## src/sv/qti_pkg.sv

```systemverilog
// shared constants, types and codes of the quadrilinear table interpolator
`timescale 1ns / 1ps
`default_nettype none

package qti_pkg;

   // table geometry
   localparam int BINS        = 32;
   localparam int IDX_W       = $clog2(BINS);
   localparam int TABLE_DEPTH = BINS * BINS * BINS * BINS;
   localparam int TAB_AW      = $clog2(TABLE_DEPTH);
   localparam int AXES        = 4;
   localparam int CORNERS     = 16;

   // field widths
   localparam int COORD_W    = 32;
   localparam int ADDR_W     = 20;
   localparam int VALUE_W    = 32;
   localparam int REQ_DATA_W = 184;
   localparam int CSR_IDX_W  = 3;

   // weights are Q0.16 with one extra bit so that 1.0 fits
   localparam int WT_W = 17;
   localparam logic [WT_W-1:0] WT_ONE = WT_W'(65536);

   // commands
   localparam logic CMD_WRITE = 1'b0;
   localparam logic CMD_QUERY = 1'b1;

   // register indexes
   localparam logic [CSR_IDX_W-1:0] CSR_ORIGIN_A = 3'd0;
   localparam logic [CSR_IDX_W-1:0] CSR_ORIGIN_B = 3'd1;
   localparam logic [CSR_IDX_W-1:0] CSR_ORIGIN_C = 3'd2;
   localparam logic [CSR_IDX_W-1:0] CSR_ORIGIN_D = 3'd3;
   localparam logic [CSR_IDX_W-1:0] CSR_SCALE_A  = 3'd4;
   localparam logic [CSR_IDX_W-1:0] CSR_SCALE_B  = 3'd5;
   localparam logic [CSR_IDX_W-1:0] CSR_SCALE_C  = 3'd6;
   localparam logic [CSR_IDX_W-1:0] CSR_SCALE_D  = 3'd7;

   // one job handed from the front end to the back end
   typedef struct packed {
      logic                          cmd;
      logic                          wr_ok;
      logic [TAB_AW-1:0]             addr;
      logic [VALUE_W-1:0]            value;
      logic [AXES-1:0][IDX_W-1:0]    idx;
      logic [AXES-1:0][WT_W-1:0]     wt;
   } qti_job_type;

   typedef enum logic [1:0] {
      FE_IDLE,
      FE_MUL,
      FE_MAP,
      FE_PUSH
   } qti_front_state_type;

   typedef enum logic [1:0] {
      BK_IDLE,
      BK_RUN,
      BK_WAIT,
      BK_FIN
   } qti_back_state_type;

endpackage

`default_nettype wire

```

## src/sv/qti_front.sv

```systemverilog
// front end: takes requests, holds the registers, maps coordinates to indexes and weights
`timescale 1ns / 1ps
`default_nettype none

module qti_front (
   input  wire logic                            clock,
   input  wire logic                            reset,
   input  wire logic                            req_tvalid,
   output logic                                 req_tready,
   input  wire logic [qti_pkg::REQ_DATA_W-1:0]  req_tdata,
   input  wire logic                            req_tuser,
   input  wire logic                            csr_valid,
   output logic                                 csr_ready,
   input  wire logic [qti_pkg::CSR_IDX_W-1:0]   csr_index,
   input  wire logic [qti_pkg::VALUE_W-1:0]     csr_data,
   output logic                                 push,
   output qti_pkg::qti_job_type                 push_job,
   input  wire logic                            q_full
);
   import qti_pkg::*;

   qti_front_state_type state_ff, state_in;
   logic [1:0] axis_ff, axis_in;

   logic [AXES-1:0][COORD_W-1:0] origin_ff, scale_ff;
   logic [AXES-1:0][COORD_W-1:0] coord_ff;
   logic                         cmd_ff;
   logic [ADDR_W-1:0]            addr_ff;
   logic [VALUE_W-1:0]           value_ff;
   logic [AXES-1:0][IDX_W-1:0]   idx_ff;
   logic [AXES-1:0][WT_W-1:0]    wt_ff;
   logic [63:0]                  prod_ff, prod_in;
   logic                         neg_ff, neg_in;

   logic                         accept;
   logic                         map_we;
   logic [COORD_W:0]             diff;
   logic [COORD_W:0]             mag;
   logic [64:0]                  t_pos;
   logic [31:0]                  t_neg;
   logic [IDX_W-1:0]             map_idx;
   logic [WT_W-1:0]              map_wt;

   assign csr_ready = 1'b1;
   assign accept    = req_tvalid && req_tready;

   always_ff @(posedge clock) begin
      if (reset) begin
         for (int k = 0; k < AXES; k++) begin
            origin_ff[k] <= '0;
            scale_ff[k]  <= COORD_W'(65536);
         end
      end else if (csr_valid) begin
         case (csr_index)
            CSR_ORIGIN_A: origin_ff[0] <= csr_data;
            CSR_ORIGIN_B: origin_ff[1] <= csr_data;
            CSR_ORIGIN_C: origin_ff[2] <= csr_data;
            CSR_ORIGIN_D: origin_ff[3] <= csr_data;
            CSR_SCALE_A:  scale_ff[0]  <= csr_data;
            CSR_SCALE_B:  scale_ff[1]  <= csr_data;
            CSR_SCALE_C:  scale_ff[2]  <= csr_data;
            CSR_SCALE_D:  scale_ff[3]  <= csr_data;
            default: ;
         endcase
      end
   end

   // exact (coord - origin) * scale in Q32.32, magnitude and sign kept apart
   always_comb begin
      diff    = {coord_ff[axis_ff][COORD_W-1], coord_ff[axis_ff]}
              - {origin_ff[axis_ff][COORD_W-1], origin_ff[axis_ff]};
      neg_in  = diff[COORD_W];
      mag     = neg_in ? ((COORD_W+1)'(0) - diff) : diff;
      prod_in = 64'(mag) * 64'(scale_ff[axis_ff]);
   end

   // add one half, then split into index and weight with clamping
   always_comb begin
      t_pos   = {1'b0, prod_ff} + 65'h0_8000_0000;
      t_neg   = 32'h8000_0000 - prod_ff[31:0];
      map_idx = '0;
      map_wt  = '0;
      if (neg_ff) begin
         if (prod_ff <= 64'h8000_0000) begin
            map_wt = {1'b0, t_neg[31:16]};
         end
      end else if (t_pos[64:32] > 33'(BINS - 1)) begin
         map_idx = IDX_W'(BINS - 1);
         map_wt  = WT_ONE;
      end else begin
         map_idx = t_pos[32 +: IDX_W];
         map_wt  = {1'b0, t_pos[31:16]};
      end
   end

   always_comb begin
      state_in   = state_ff;
      axis_in    = axis_ff;
      req_tready = 1'b0;
      push       = 1'b0;
      map_we     = 1'b0;
      case (state_ff)
         FE_IDLE: begin
            req_tready = 1'b1;
            if (req_tvalid) begin
               axis_in  = '0;
               state_in = (req_tuser == CMD_QUERY) ? FE_MUL : FE_PUSH;
            end
         end
         FE_MUL: begin
            state_in = FE_MAP;
         end
         FE_MAP: begin
            map_we = 1'b1;
            if (axis_ff == 2'(AXES - 1)) begin
               state_in = FE_PUSH;
            end else begin
               axis_in  = axis_ff + 2'd1;
               state_in = FE_MUL;
            end
         end
         FE_PUSH: begin
            if (!q_full) begin
               push     = 1'b1;
               state_in = FE_IDLE;
            end
         end
         default: state_in = FE_IDLE;
      endcase
   end

   always_ff @(posedge clock) begin
      if (reset) begin
         state_ff <= FE_IDLE;
         axis_ff  <= '0;
      end else begin
         state_ff <= state_in;
         axis_ff  <= axis_in;
      end
   end

   always_ff @(posedge clock) begin
      if (accept) begin
         cmd_ff      <= req_tuser;
         coord_ff[0] <= req_tdata[31:0];
         coord_ff[1] <= req_tdata[63:32];
         coord_ff[2] <= req_tdata[95:64];
         coord_ff[3] <= req_tdata[127:96];
         addr_ff     <= req_tdata[147:128];
         value_ff    <= req_tdata[179:148];
      end
      if (state_ff == FE_MUL) begin
         prod_ff <= prod_in;
         neg_ff  <= neg_in;
      end
      if (map_we) begin
         idx_ff[axis_ff] <= map_idx;
         wt_ff[axis_ff]  <= map_wt;
      end
   end

   always_comb begin
      push_job.cmd   = cmd_ff;
      push_job.wr_ok = ({{(64-ADDR_W){1'b0}}, addr_ff} < 64'(TABLE_DEPTH));
      push_job.addr  = TAB_AW'(addr_ff);
      push_job.value = value_ff;
      push_job.idx   = idx_ff;
      push_job.wt    = wt_ff;
   end

endmodule

`default_nettype wire

```

## config.mk

```make
export PLATFORM = sky130hd
export DESIGN_NAME = qti_front
export DESIGN_NICKNAME = d
export VERILOG_FILES = /design/src/sv/qti_pkg.sv /design/src/sv/qti_front.sv
export SDC_FILE = /design/constraint.sdc
export NUM_CORES = 2
export LEC_CHECK = 0
export ABC_AREA = 1
export BUFFER_PORTS_ARGS = -buffer_cell sky130_fd_sc_hd__buf_4
export CAP_MARGIN = 20
export CELL_PAD_IN_SITES_DETAIL_PLACEMENT = 1
export CELL_PAD_IN_SITES_GLOBAL_PLACEMENT = 2
export CORE_MARGIN = 5
export CORE_UTILIZATION = 43
export CTS_BUF_LIST = sky130_fd_sc_hd__clkbuf_8
export DETAILED_ROUTE_END_ITERATION = 12
export PLACE_DENSITY = 0.9
export SETUP_SLACK_MARGIN = 0.5
export SYNTH_ARGS = -nofsm -noshare
export SYNTH_HDL_FRONTEND = slang
export SYNTH_SLANG_ARGS = --single-unit
```

## constraint.sdc

```tcl
create_clock -name clock -period 30.7 [get_ports clock]
set_input_delay 6.14 -clock clock [delete_from_list [all_inputs] [get_ports clock]]
set_output_delay 6.14 -clock clock [all_outputs]
set_load 0.02 [all_outputs]
```

==> impl_metrics.toml <==
[synth]
synthCells = 7279
synth_top_cell_by_area = "fa_1"
ys.flop_type = "edfxtp_1"
ys_top_cells_by_area = "fa_1 (30%), edfxtp_1 (16%), dfxtp_1 (8.5%)"
synth_cell_types = 59
synth_top_family_by_area = "adder cells"
synth_simple_gate_area_share_pct = 19.3
syn_area_sq_mm = 0.0611
synth_seq_cells = 594
async_reset_ff_share_pct = 0
synth_most_common_cell = "inv_1"
yosys_warnings = 0
synthTopCellsByCount = "inv_1 (1318), nand2_1 (1223), nor2_1 (1208)"
synth-compound-area-share_pct = 7.12
synth_top_area_share_pct = 30.4
ys_seq_area_share_pct = 24.9
synth_xor_area_share_pct = 1.38
syn_area_per_cell_sq_um = 8.39
muxShareOfSynthArea_pct = 0
synth_fa_ha_area_share_pct = 36.4
synth_edf_count = 334

[clocking]
clockBufferDepth = 3
cts_max_level = 3
cts_made_buffers = 100
cts_resized = 0
cts.sinks = 594
cts_root_buf = "clkbuf_8"
holdBufCountCts = 0
clk-insertion-delay-late_ns = 0.86
cts_tree = "built"
post_cts_buffers = 0
clk_pin_slew_ns = 0.06

[sta]
hold_viol_final = 0
skew_ns = 0.114
rsz0062_at_grt = "no"
setup_viol = 0
worstMarginPinSlew_ns = 1.14
maxSlewHeadroom_pct = 24.3
finalCritPeriodShare_pct = 46.0
worst_slack_ns = 16.56
fmax_mhz = 70.7
min_period_ns = 14.14
tns_ns = 0
drv_slew = 0

[setup_path]
arrival_ns = 14.65
worst_setup_path_end_kind = "register"
worst_path_most_repeated_cell = "fa_1"
critPathRequiredTime_ns = 31.21
worstPathMaxFanout = 125
path_buf_inv = 11
critPathKind = "reg -> reg"
cp_slowest_cell = "buf_4"
path_delay_family = "adder cells"
crit_path_max_incr_delay_ns = 0.88
start_kind = "register"

[placement]
pre_cts_slack_ns = 16.73
place_inst = 9285
dp_hpwl_um = 167000
port_buffers = 363
gp_congestion = 0.944

[grt]
grtUsageTotal_pct = 29.1
overflow = 0
antenna_found_initial = 9
grt_pass1_wl_um = 336000
grt_pass1_vias = 57000
grt_max_degree = 133

[floorplanning]
core-area_sq_mm = 0.141
rows = 138
fp.dieW_um = 387
dieArea_sq_mm = 0.150
initial_utilization_pct = 43.2
io_pins = 370
fp.dieH_um = 387

[route]
wl_per_cell_um = 23.2
vias = 51300
routed_wl_um = 219000
viasPerCell = 5.41
drt_iter0_markers = 3448
antenna_left = 0
dr.pass1.iters = 7
drc_errors = 0

[cells_and_area]
layout-drive-gt1-share_pct = 10.4
instances_no_fill = 9475
area_delta_synth_final_pct = 10.6
nets = 8945

[min_path]
hold_path.class = "reg -> reg"

[run]
timing.max_cap.violations = 0

[run_status]
status = "finished clean"
[kinds of logic after synthesis]
| kind of cell | count (synthesis) |
|---|---|
| compound gates | 777 |
| xor+xnor | 96 |
| fa+ha+maj | 1222 |
| buf+inv | 1705 |
| flops | 594 |
| other cells | 1 |
| simple gates | 2884 |
[registers in the layout, indices dropped and copies added (netlist names)]
name / cells
scale_ff: 128
coord_ff: 128
value_ff: 32
axis_ff: 2
push_job: 88
addr_ff: 20
cmd_ff: 1
neg_ff: 1
state_ff: 2
origin_ff: 128
prod_ff: 64
[worst register-to-register path: cells and delay by family (launching register included)]
kind / cells / cell delay (ns)
xor gates and xnor gates: 1 / 0.14
buffers and inverters: 11 / 3.65
adders and majority gates: 11 / 5.18
AOI/OAI and AO/OA: 7 / 2.05
DFF: 1 / 0.52
and+or+nand+nor: 16 / 2.34
[final timing paths]
path | start | endpoint | slack (ns) | cells after the start
setup / recovery | axis_ff[0] | prod_ff[44] | 16.56 | 46
hold / removal | scale_ff[84] | scale_ff[84] | 0.46 | 2
setup reg to reg | axis_ff[0] | prod_ff[44] | 16.56 | 46
hold reg to reg | scale_ff[84] | scale_ff[84] | 0.46 | 2
[cells in the final DEF, fill, tap and decap left out, types with 204 or more instances in the layout]
| master | netlist | final |
|---|---|---|
| a21oi_1 | 220 | 220 |
| buf_4 | 13 | 464 |
| dfxtp_1 | 260 | 258 |
| edfxtp_1 | 334 | 334 |
| fa_1 | 926 | 926 |
| ha_1 | 296 | 296 |
| inv_1 | 1318 | 1351 |
| nand2_1 | 1223 | 1222 |
| nand3_1 | 204 | 204 |
| nor2_1 | 1208 | 1196 |
| o21ai_0 | 401 | 401 |
[cell type report]
type	count	area, sq um
fill	17000	73900
multi-input combinational	4981	39300
sequential	594	15200
inverter	1353	5090
timing repair buffer	468	3560
tap	1890	2360
clock buffer	106	1460
clock inverter	75	492
antenna	8	20.0
[layer usage]
| layer | part of all wire [%] | routed length [um] | up-vias | track usage (%) |
|---|---|---|---|---|
| met5 | 0.0068 | 15 | - | 0 |
| met4 | 5.4 | 11900 | 2 | 13.1 |
| met3 | 7.9 | 17400 | 542 | 6.02 |
| met2 | 48 | 106000 | 1952 | 50.6 |
| met1 | 39 | 84600 | 26100 | 34.7 |
| li1 | - | - | 22700 | - |
[stage by stage]
step	instance area, sq um	util, %	hold slack (ns)
4_1_cts	67500	47.7	0.458
5_1_grt	67600	47.8	0.471
3_5_place_dp	65600	46.4	0.445
6_report	67600	47.8	0.456
2_1_floorplan	61100	-	0.429
3_3_place_gp	65500	46.3	0.440
Power is not shown: default switching activity piles up to over one toggle a cycle in this logic, so the estimate is an artifact.
