## config.mk

```make
export PLATFORM = sky130hd
export DESIGN_NAME = qti_queue
export DESIGN_NICKNAME = d
export VERILOG_FILES = /design/src/sv/qti_pkg.sv /design/src/sv/qti_queue.sv
export SDC_FILE = /design/constraint.sdc
export NUM_CORES = 1
export LEC_CHECK = 0
export BUFFER_PORTS_ARGS = -buffer_cell sky130_fd_sc_hd__buf_4
export CAP_MARGIN = 0
export CORE_AREA = 2 2 200 202
export CTS_BUF_LIST = sky130_fd_sc_hd__clkbuf_4
export DETAILED_ROUTE_END_ITERATION = 10
export DIE_AREA = 0 0 202 204
export MAX_ROUTING_LAYER = met4
export PLACE_DENSITY_LB_ADDON = 0.3
export SLEW_MARGIN = 10
export SYNTH_ARGS = -nofsm -noshare
export SYNTH_HDL_FRONTEND = slang
export SYNTH_SLANG_ARGS = --single-unit
```

## constraint.sdc

```tcl
create_clock -name clock -period 6.65 [get_ports clock]
set_input_delay 0.665 -clock clock [delete_from_list [all_inputs] [get_ports clock]]
set_output_delay 0.665 -clock clock [all_outputs]
set_load 0.01 [all_outputs]
```

## src/sv/qti_pkg.sv

```systemverilog
// shared constants, types and codes of the quadrilinear table interpolator
`timescale 1ns / 1ps
`default_nettype none

package qti_pkg;

   // table geometry
   localparam int BINS        = 32;
   localparam int IDX_W       = $clog2(BINS);
   localparam int TABLE_DEPTH = BINS * BINS * BINS * BINS;
   localparam int TAB_AW      = $clog2(TABLE_DEPTH);
   localparam int AXES        = 4;
   localparam int CORNERS     = 16;

   // field widths
   localparam int COORD_W    = 32;
   localparam int ADDR_W     = 20;
   localparam int VALUE_W    = 32;
   localparam int REQ_DATA_W = 184;
   localparam int CSR_IDX_W  = 3;

   // weights are Q0.16 with one extra bit so that 1.0 fits
   localparam int WT_W = 17;
   localparam logic [WT_W-1:0] WT_ONE = WT_W'(65536);

   // commands
   localparam logic CMD_WRITE = 1'b0;
   localparam logic CMD_QUERY = 1'b1;

   // register indexes
   localparam logic [CSR_IDX_W-1:0] CSR_ORIGIN_A = 3'd0;
   localparam logic [CSR_IDX_W-1:0] CSR_ORIGIN_B = 3'd1;
   localparam logic [CSR_IDX_W-1:0] CSR_ORIGIN_C = 3'd2;
   localparam logic [CSR_IDX_W-1:0] CSR_ORIGIN_D = 3'd3;
   localparam logic [CSR_IDX_W-1:0] CSR_SCALE_A  = 3'd4;
   localparam logic [CSR_IDX_W-1:0] CSR_SCALE_B  = 3'd5;
   localparam logic [CSR_IDX_W-1:0] CSR_SCALE_C  = 3'd6;
   localparam logic [CSR_IDX_W-1:0] CSR_SCALE_D  = 3'd7;

   // one job handed from the front end to the back end
   typedef struct packed {
      logic                          cmd;
      logic                          wr_ok;
      logic [TAB_AW-1:0]             addr;
      logic [VALUE_W-1:0]            value;
      logic [AXES-1:0][IDX_W-1:0]    idx;
      logic [AXES-1:0][WT_W-1:0]     wt;
   } qti_job_type;

   typedef enum logic [1:0] {
      FE_IDLE,
      FE_MUL,
      FE_MAP,
      FE_PUSH
   } qti_front_state_type;

   typedef enum logic [1:0] {
      BK_IDLE,
      BK_RUN,
      BK_WAIT,
      BK_FIN
   } qti_back_state_type;

endpackage

`default_nettype wire

```

## src/sv/qti_queue.sv

```systemverilog
// two-entry job queue between front end and back end
`timescale 1ns / 1ps
`default_nettype none

module qti_queue (
   input  wire logic                  clock,
   input  wire logic                  reset,
   input  wire logic                  push,
   input  qti_pkg::qti_job_type       push_job,
   output logic                       full,
   output logic                       pop_valid,
   output qti_pkg::qti_job_type       pop_job,
   input  wire logic                  pop
);
   import qti_pkg::*;

   qti_job_type slot_ff [2];
   logic        wr_ptr_ff, wr_ptr_in;
   logic        rd_ptr_ff, rd_ptr_in;
   logic [1:0]  count_ff, count_in;
   logic        do_push, do_pop;

   assign full      = (count_ff == 2'd2);
   assign pop_valid = (count_ff != 2'd0);
   assign pop_job   = slot_ff[rd_ptr_ff];
   assign do_push   = push && !full;
   assign do_pop    = pop && pop_valid;

   always_comb begin
      wr_ptr_in = do_push ? !wr_ptr_ff : wr_ptr_ff;
      rd_ptr_in = do_pop ? !rd_ptr_ff : rd_ptr_ff;
      count_in  = count_ff;
      if (do_push && !do_pop) begin
         count_in = count_ff + 2'd1;
      end else if (do_pop && !do_push) begin
         count_in = count_ff - 2'd1;
      end
   end

   always_ff @(posedge clock) begin
      if (reset) begin
         wr_ptr_ff <= 1'b0;
         rd_ptr_ff <= 1'b0;
         count_ff  <= '0;
      end else begin
         wr_ptr_ff <= wr_ptr_in;
         rd_ptr_ff <= rd_ptr_in;
         count_ff  <= count_in;
      end
   end

   always_ff @(posedge clock) begin
      if (do_push) begin
         slot_ff[wr_ptr_ff] <= push_job;
      end
   end

endmodule

`default_nettype wire

```

==> summary.txt, run 1 <==
Net Sw Power: 1480 uW
Synth top area share: 79.1%
top-count cell post-synth: edfxtp_1
placer's final routability congestion estimate: 0.701
LEAKAGE: 0.00558 uW
Comb power frac: 27.8%
Power Density: 372 mW/mm^2
detailed-route via count: 5682
post-route setup TNS: 0 ns
Crit path required time: 5.98 ns
critical path arrival: 2.86 ns
Fin. Hold Viols: 0
DR DRC count: 0
crit-path most repeated cell: buf_4
total grt overflow: 0
Max Root-Sink Buffers: 3
H-tree depth: 3
CTS Buf Count: 79
final cell count without fillers: 1412
max-cap viol count: 0
RSZ-0062 raised after global routing: no
syn_nets: 614
setup bufs post-CTS: 0
share of cells above drive strength 1: 63.7%
sequential-to-total area share from yosys stat: 80.0%
prevailing post-synth register cell: edfxtp_1
post-synth top area cell: edfxtp_1
CP max-delay cell: buf_4
vias per cell: 4.02
Worst VDD drop: 0.310 mV
post-DP HPWL: 14.2 mm
Critical path buffers and inverters: 2
CP max FO: 51
Root Buffer: clkbuf_4
clk sinks: 289
CTS tree: built
Fin Clk Skew: 0.0211 ns
cell count after synthesis: 467
top post-synthesis cells by count: edfxtp_1, mux2_4, mux2_2
Netlist cell types: 16
Avg Inst Size Synth: 23.1 sq um
fin crit period: 3.52 ns
crit-path cells: buf_4, mux2_2, buf_4
Slew headroom: 32.2%
row count: 73
Async SR Flop Fraction: 0%
Slew Viols, Final: 0
cell area after synthesis: 0.0108 sq mm
placed insts: 1269
post-CTS resize count: 0
share of power burned in registers: 43.9%
# port buffers: 289
area of the die: 0.0412 sq mm
nets: 976
CP peak stage delay: 0.82 ns
Hold WC Path Type: input port to register
gr usage total: 11.4%
Die W: 202 microns
final worst-path cycle share: 53.0%
cell-internal power: 3930 uW
Post-synth EDFFs: 284
DIE HEIGHT: 204 microns
TritonRoute pass-1 iters: 4
vias in the first global route: 6167
WL/cell: 16.3 microns
fillers: 3721
IO Pins: 290
switch share: 27.3%
Placed Area: 0.0135 sq mm
antenna violations before repair: 1
first-pass GRT wire length: 34.1 mm
largest net degree at the start of global routing: 93
design area: 0.0145 sq mm
delay-heaviest family, CP: buffers and inverters
flops & latches, synth: 289
Clock Pin Slew Worst Setup and Hold Paths: 0.06 ns
Slew @ Worst Pin: 1.02 ns
YS warnings: 0
synth top area cells: edfxtp_1, mux2_4, mux2_2
Routed Antenna Nets: 0
setup slack, reg-to-reg: 3.87 ns
Clk Latency, worst-skew pair: 0.70 ns
Finished Core Util: 37.1%
Critical Path Source Type: register
wirelength, routed: 23.0 mm
maximum operating frequency: 284 MHz
element type at the critical path end: output port
# setup viols final: 0
critical setup path kind: register to output port
Area growth, synth to finish: 34.8%
Core Region: 0.0392 sq mm
clock group share of total power: 28.3%
Starting DRT DRC Count: 226
Starting Density: 27.5%
run status: complete, no violations
through the flow:
stage / setup WS (ns) / power [uW] / hold slack [ns]
3_5_place_dp: 3.50 / 3960 / 0.487
2_1_floorplan: 2.02 / 3310 / 0.452
4_1_cts: 2.93 / 5540 / 0.000934
5_1_grt: 2.88 / 5720 / 0.0282
6_report: 3.13 / 5410 / 0.146
3_3_place_gp: 3.48 / 3950 / 0.473
what timing repair did:
action | 4_1_cts | 5_1_grt
hold buffers | 4 | 0
setup endpoints to repair | 0 | 0
hold endpoints to repair | 5 | 0
flip-flops by register name, indices dropped and copies added, names as in the netlist, named ones only:
name	flops
wr_ptr_ff	1
rd_ptr_ff	1
slot_ff	284
count_ff	2
kinds of logic (layout without fill, tap and decap cells):
family                     count (synthesis)  after routing  synth area share (%)
xor gates and xnor gates                   3              3                 0.244
AOI/OAI and AO/OA                          5              5                 0.232
DFF                                      289            289                  80.0
other                                      0              2                     0
and+or+nand+nor                            9              9                 0.429
muxes                                    142            142                  17.6
buffers and inverters                     18            436                  1.39
adders and majority gates                  1              1                 0.116
cell usage in the layout, fill, tap and decap left out:
| cell type | Yosys | layout |
|---|---|---|
| diode_2 | 0 | 2 |
| dfxtp_1 | 5 | 4 |
| clkbuf_4 | 0 | 122 |
| clkinv_1 | 0 | 12 |
| inv_2 | 0 | 3 |
| dlygate4sd3_1 | 0 | 4 |
| inv_6 | 0 | 1 |
| dfxtp_4 | 0 | 1 |
| edfxtp_1 | 284 | 284 |
| or3_1 | 2 | 2 |
| and2_4 | 0 | 1 |
| nor2_1 | 4 | 4 |
| ha_1 | 1 | 1 |
| inv_1 | 2 | 1 |
| mux2_2 | 62 | 62 |
| xor2_1 | 3 | 3 |
| a21oi_1 | 2 | 2 |
| buf_4 | 0 | 292 |
| o21ai_0 | 3 | 3 |
| buf_12 | 0 | 1 |
| or2_2 | 1 | 1 |
| mux2_4 | 80 | 80 |
| nor2b_1 | 1 | 1 |
cell type report:
cell class	instances	area, sq um	area share [%]
Sequential cell	289	8630	59.4
Tap cell	525	657	4.52
Multi-Input combinational cell	160	2010	13.8
Clock buffer	122	916	6.30
Inverter	2	12.5	0.0860
Antenna cell	2	5.00	0.0344
Timing Repair Buffer	297	2250	15.5
Clock inverter	15	56.3	0.387
final timing paths:
check / from / end / depth (start not counted)
hold / removal: push_job[67] / slot_ff[0][67] / 1
setup reg to reg: count_ff[0] / slot_ff[0][114] / 4
hold reg to reg: wr_ptr_ff / wr_ptr_ff / 2
setup / recovery: register / pop_job[137] / 3
power groups by stage:
stage | clock (uW) | sequential (uW) | combinational, uW
4_1_cts | 1620 | 2380 | 1550
3_3_place_gp | 0 | 2410 | 1540
5_1_grt | 1710 | 2400 | 1610
2_1_floorplan | 0 | 2400 | 905
6_report | 1530 | 2370 | 1500
3_5_place_dp | 0 | 2420 | 1540
routing by layer:
layer  track usage (%)  vias up  routed length, microns
li1                  -     2647                       -
met1              12.8     2766                    9440
met2              17.3      225                   11100
met3              4.86       44                    2020
met4              5.70        0                     471
met5                 -        -                       0
(Power assumes the default switching activity.)
==> run 2: changes to the inputs <==
==> constraint.sdc (replaced) <==
create_clock -name clock -period 3.15 [get_ports clock]
set_input_delay 0.315 -clock clock [delete_from_list [all_inputs] [get_ports clock]]
set_output_delay 0.315 -clock clock [all_outputs]
set_load 0.01 [all_outputs]
==> summary.txt, run 2 (synthesized netlist as in run 1, its figures left out) <==
multi-input logic area: 0.00202 sq mm
max-cap viol count: 0
H-tree depth: 3
DIE HEIGHT: 204 microns
Root Buffer: clkbuf_4
Max Root-Sink Buffers: 3
Critical Path Source Type: register
antenna violations before repair: 4
RSZ-0062 raised after global routing: no
LEAKAGE: 0.00619 uW
total grt overflow: 0
gr usage total: 11.7%
max FFs per register: 284
leading cell types in the layout, fill and taps excluded: buf_4, edfxtp_1, dlygate4sd3_1, clkbuf_4, mux2_4
setup bufs post-CTS: 0
DR DRC count: 0
post-DP HPWL: 14.6 mm
Clock Pin Slew Worst Setup and Hold Paths: 0.06 ns
# port buffers: 289
row count: 73
share of cells above drive strength 1: 55.4%
R2R cell count: 4
# setup viols final: 0
largest net degree at the start of global routing: 78
wirelength, routed: 23.9 mm
area of the die: 0.0412 sq mm
CTS Buf Count: 79
Slew Viols, Final: 0
Clk Latency, worst-skew pair: 0.71 ns
IO Pins: 290
WL/cell: 15.4 microns
TritonRoute pass-1 iters: 6
setup slack, reg-to-reg: 1.28 ns
setup slack at placement: 1.19 ns
Worst VDD drop: 0.414 mV
run status: complete, no violations
Slew headroom: 64.2%
clk sinks: 289
vias per cell: 3.99
placed insts: 1274
Slew @ Worst Pin: 0.538 ns
Hold WC Path Type: input port to register
first-pass GRT wire length: 35.5 mm
worst hold start: push_job[17]
worst r2r dst: slot_ff[1][88]
CTS Hold Bufs: 146
maximum operating frequency: 381 MHz
Power Density: 719 mW/mm^2
Die W: 202 microns
Finished Core Util: 41.0%
WHS Endpoint: slot_ff[0][17]
Crit path required time: 2.83 ns
post-route setup TNS: 0 ns
Fin. Hold Viols: 0
commonest non-fill, non-tap cell in the layout: buf_4
placer's final routability congestion estimate: 0.683
critical setup path kind: register to output port
final worst slack: 0.523 ns
Hold Path Depth: 2
fin crit period: 2.63 ns
element type at the critical path end: output port
Area growth, synth to finish: 48.8%
CTS tree: built
nets: 1123
Starting Density: 27.5%
fillers: 3602
vias in the first global route: 6664
Fin Clk Skew: 0.0292 ns
biggest regs: slot_ff x284, count_ff x2
CP max FO: 40
final cell count without fillers: 1556
Starting DRT DRC Count: 199
critical path arrival: 2.31 ns
detailed-route via count: 6214
R2R Path Start: count_ff[1]
final worst-path cycle share: 83.4%
Largest Register: slot_ff
post-CTS resize count: 0
Sequential Area: 0.00863 sq mm
Routed Antenna Nets: 0
Core Region: 0.0392 sq mm
run 2: cell count changes in the layout (fill, tap and decap cells not counted), moves of 2 or more:
cell / change
dlygate4sd3_1: +142
clkbuf_4: -7
buf_12: +6
clkinv_2: +2
dfxtp_1: -2
dfxtp_2: +2
diode_2: +2
run 2: through the flow:
step | hold slack (ns) | area (sq um) | total power [uW]
6_report | 0.323 | 16100 | 11500
3_3_place_gp | 0.476 | 13700 | 8390
4_1_cts | 0.189 | 16000 | 11800
3_5_place_dp | 0.488 | 13700 | 8410
2_1_floorplan | 0.377 | 10800 | 6960
5_1_grt | 0.228 | 16100 | 12200
run 2: worst max path at each step:
| stage | slack (ns) | cells after the start | end |
|---|---|---|---|
| final | 0.52 | 3 | pop_job[36] |
| after CTS | 0.34 | 3 | pop_job[36] |
| after floorplan | 0.01 | 3 | slot_ff[0][0] |
| after global routing | 0.30 | 3 | pop_job[21] |
| after detailed placement | 1.19 | 3 | pop_job[36] |
| after global placement | 1.22 | 3 | pop_job[21] |
run 2: report_power, final:
group | switching [uW] | total [uW] | internal, uW
Clock | 1460 | 3120 | 1660
Sequential | 183 | 5020 | 4830
Combinational | 1510 | 3410 | 1900
Total | 3150 | 11500 | 8390
run 2: per-layer routing:
layer,global-route usage [%],part of all wire (%),vias up
li1,-,-,2921
met1,13.2,41,3006
met2,18.3,49,249
met3,4.51,7.6,38
met4,5.51,2.1,0
met5,-,0,-
run 2: cell type report:
cell class | count | share of cell area [%]
clock inverters | 17 | 0.413
diodes | 4 | 0.0624
multi-input cells | 160 | 12.6
well taps | 525 | 4.09
inverters | 2 | 0.0701
repair buffers | 444 | 23.6
clock buffers | 115 | 5.38
flip-flops and latches | 289 | 53.8
run 2: worst max-delay path, cell delays in order, from the launching register on:
cell and delay [ns]:
dfxtp_4 0.69, buf_12 0.37, mux2_2 0.39, buf_4 0.15
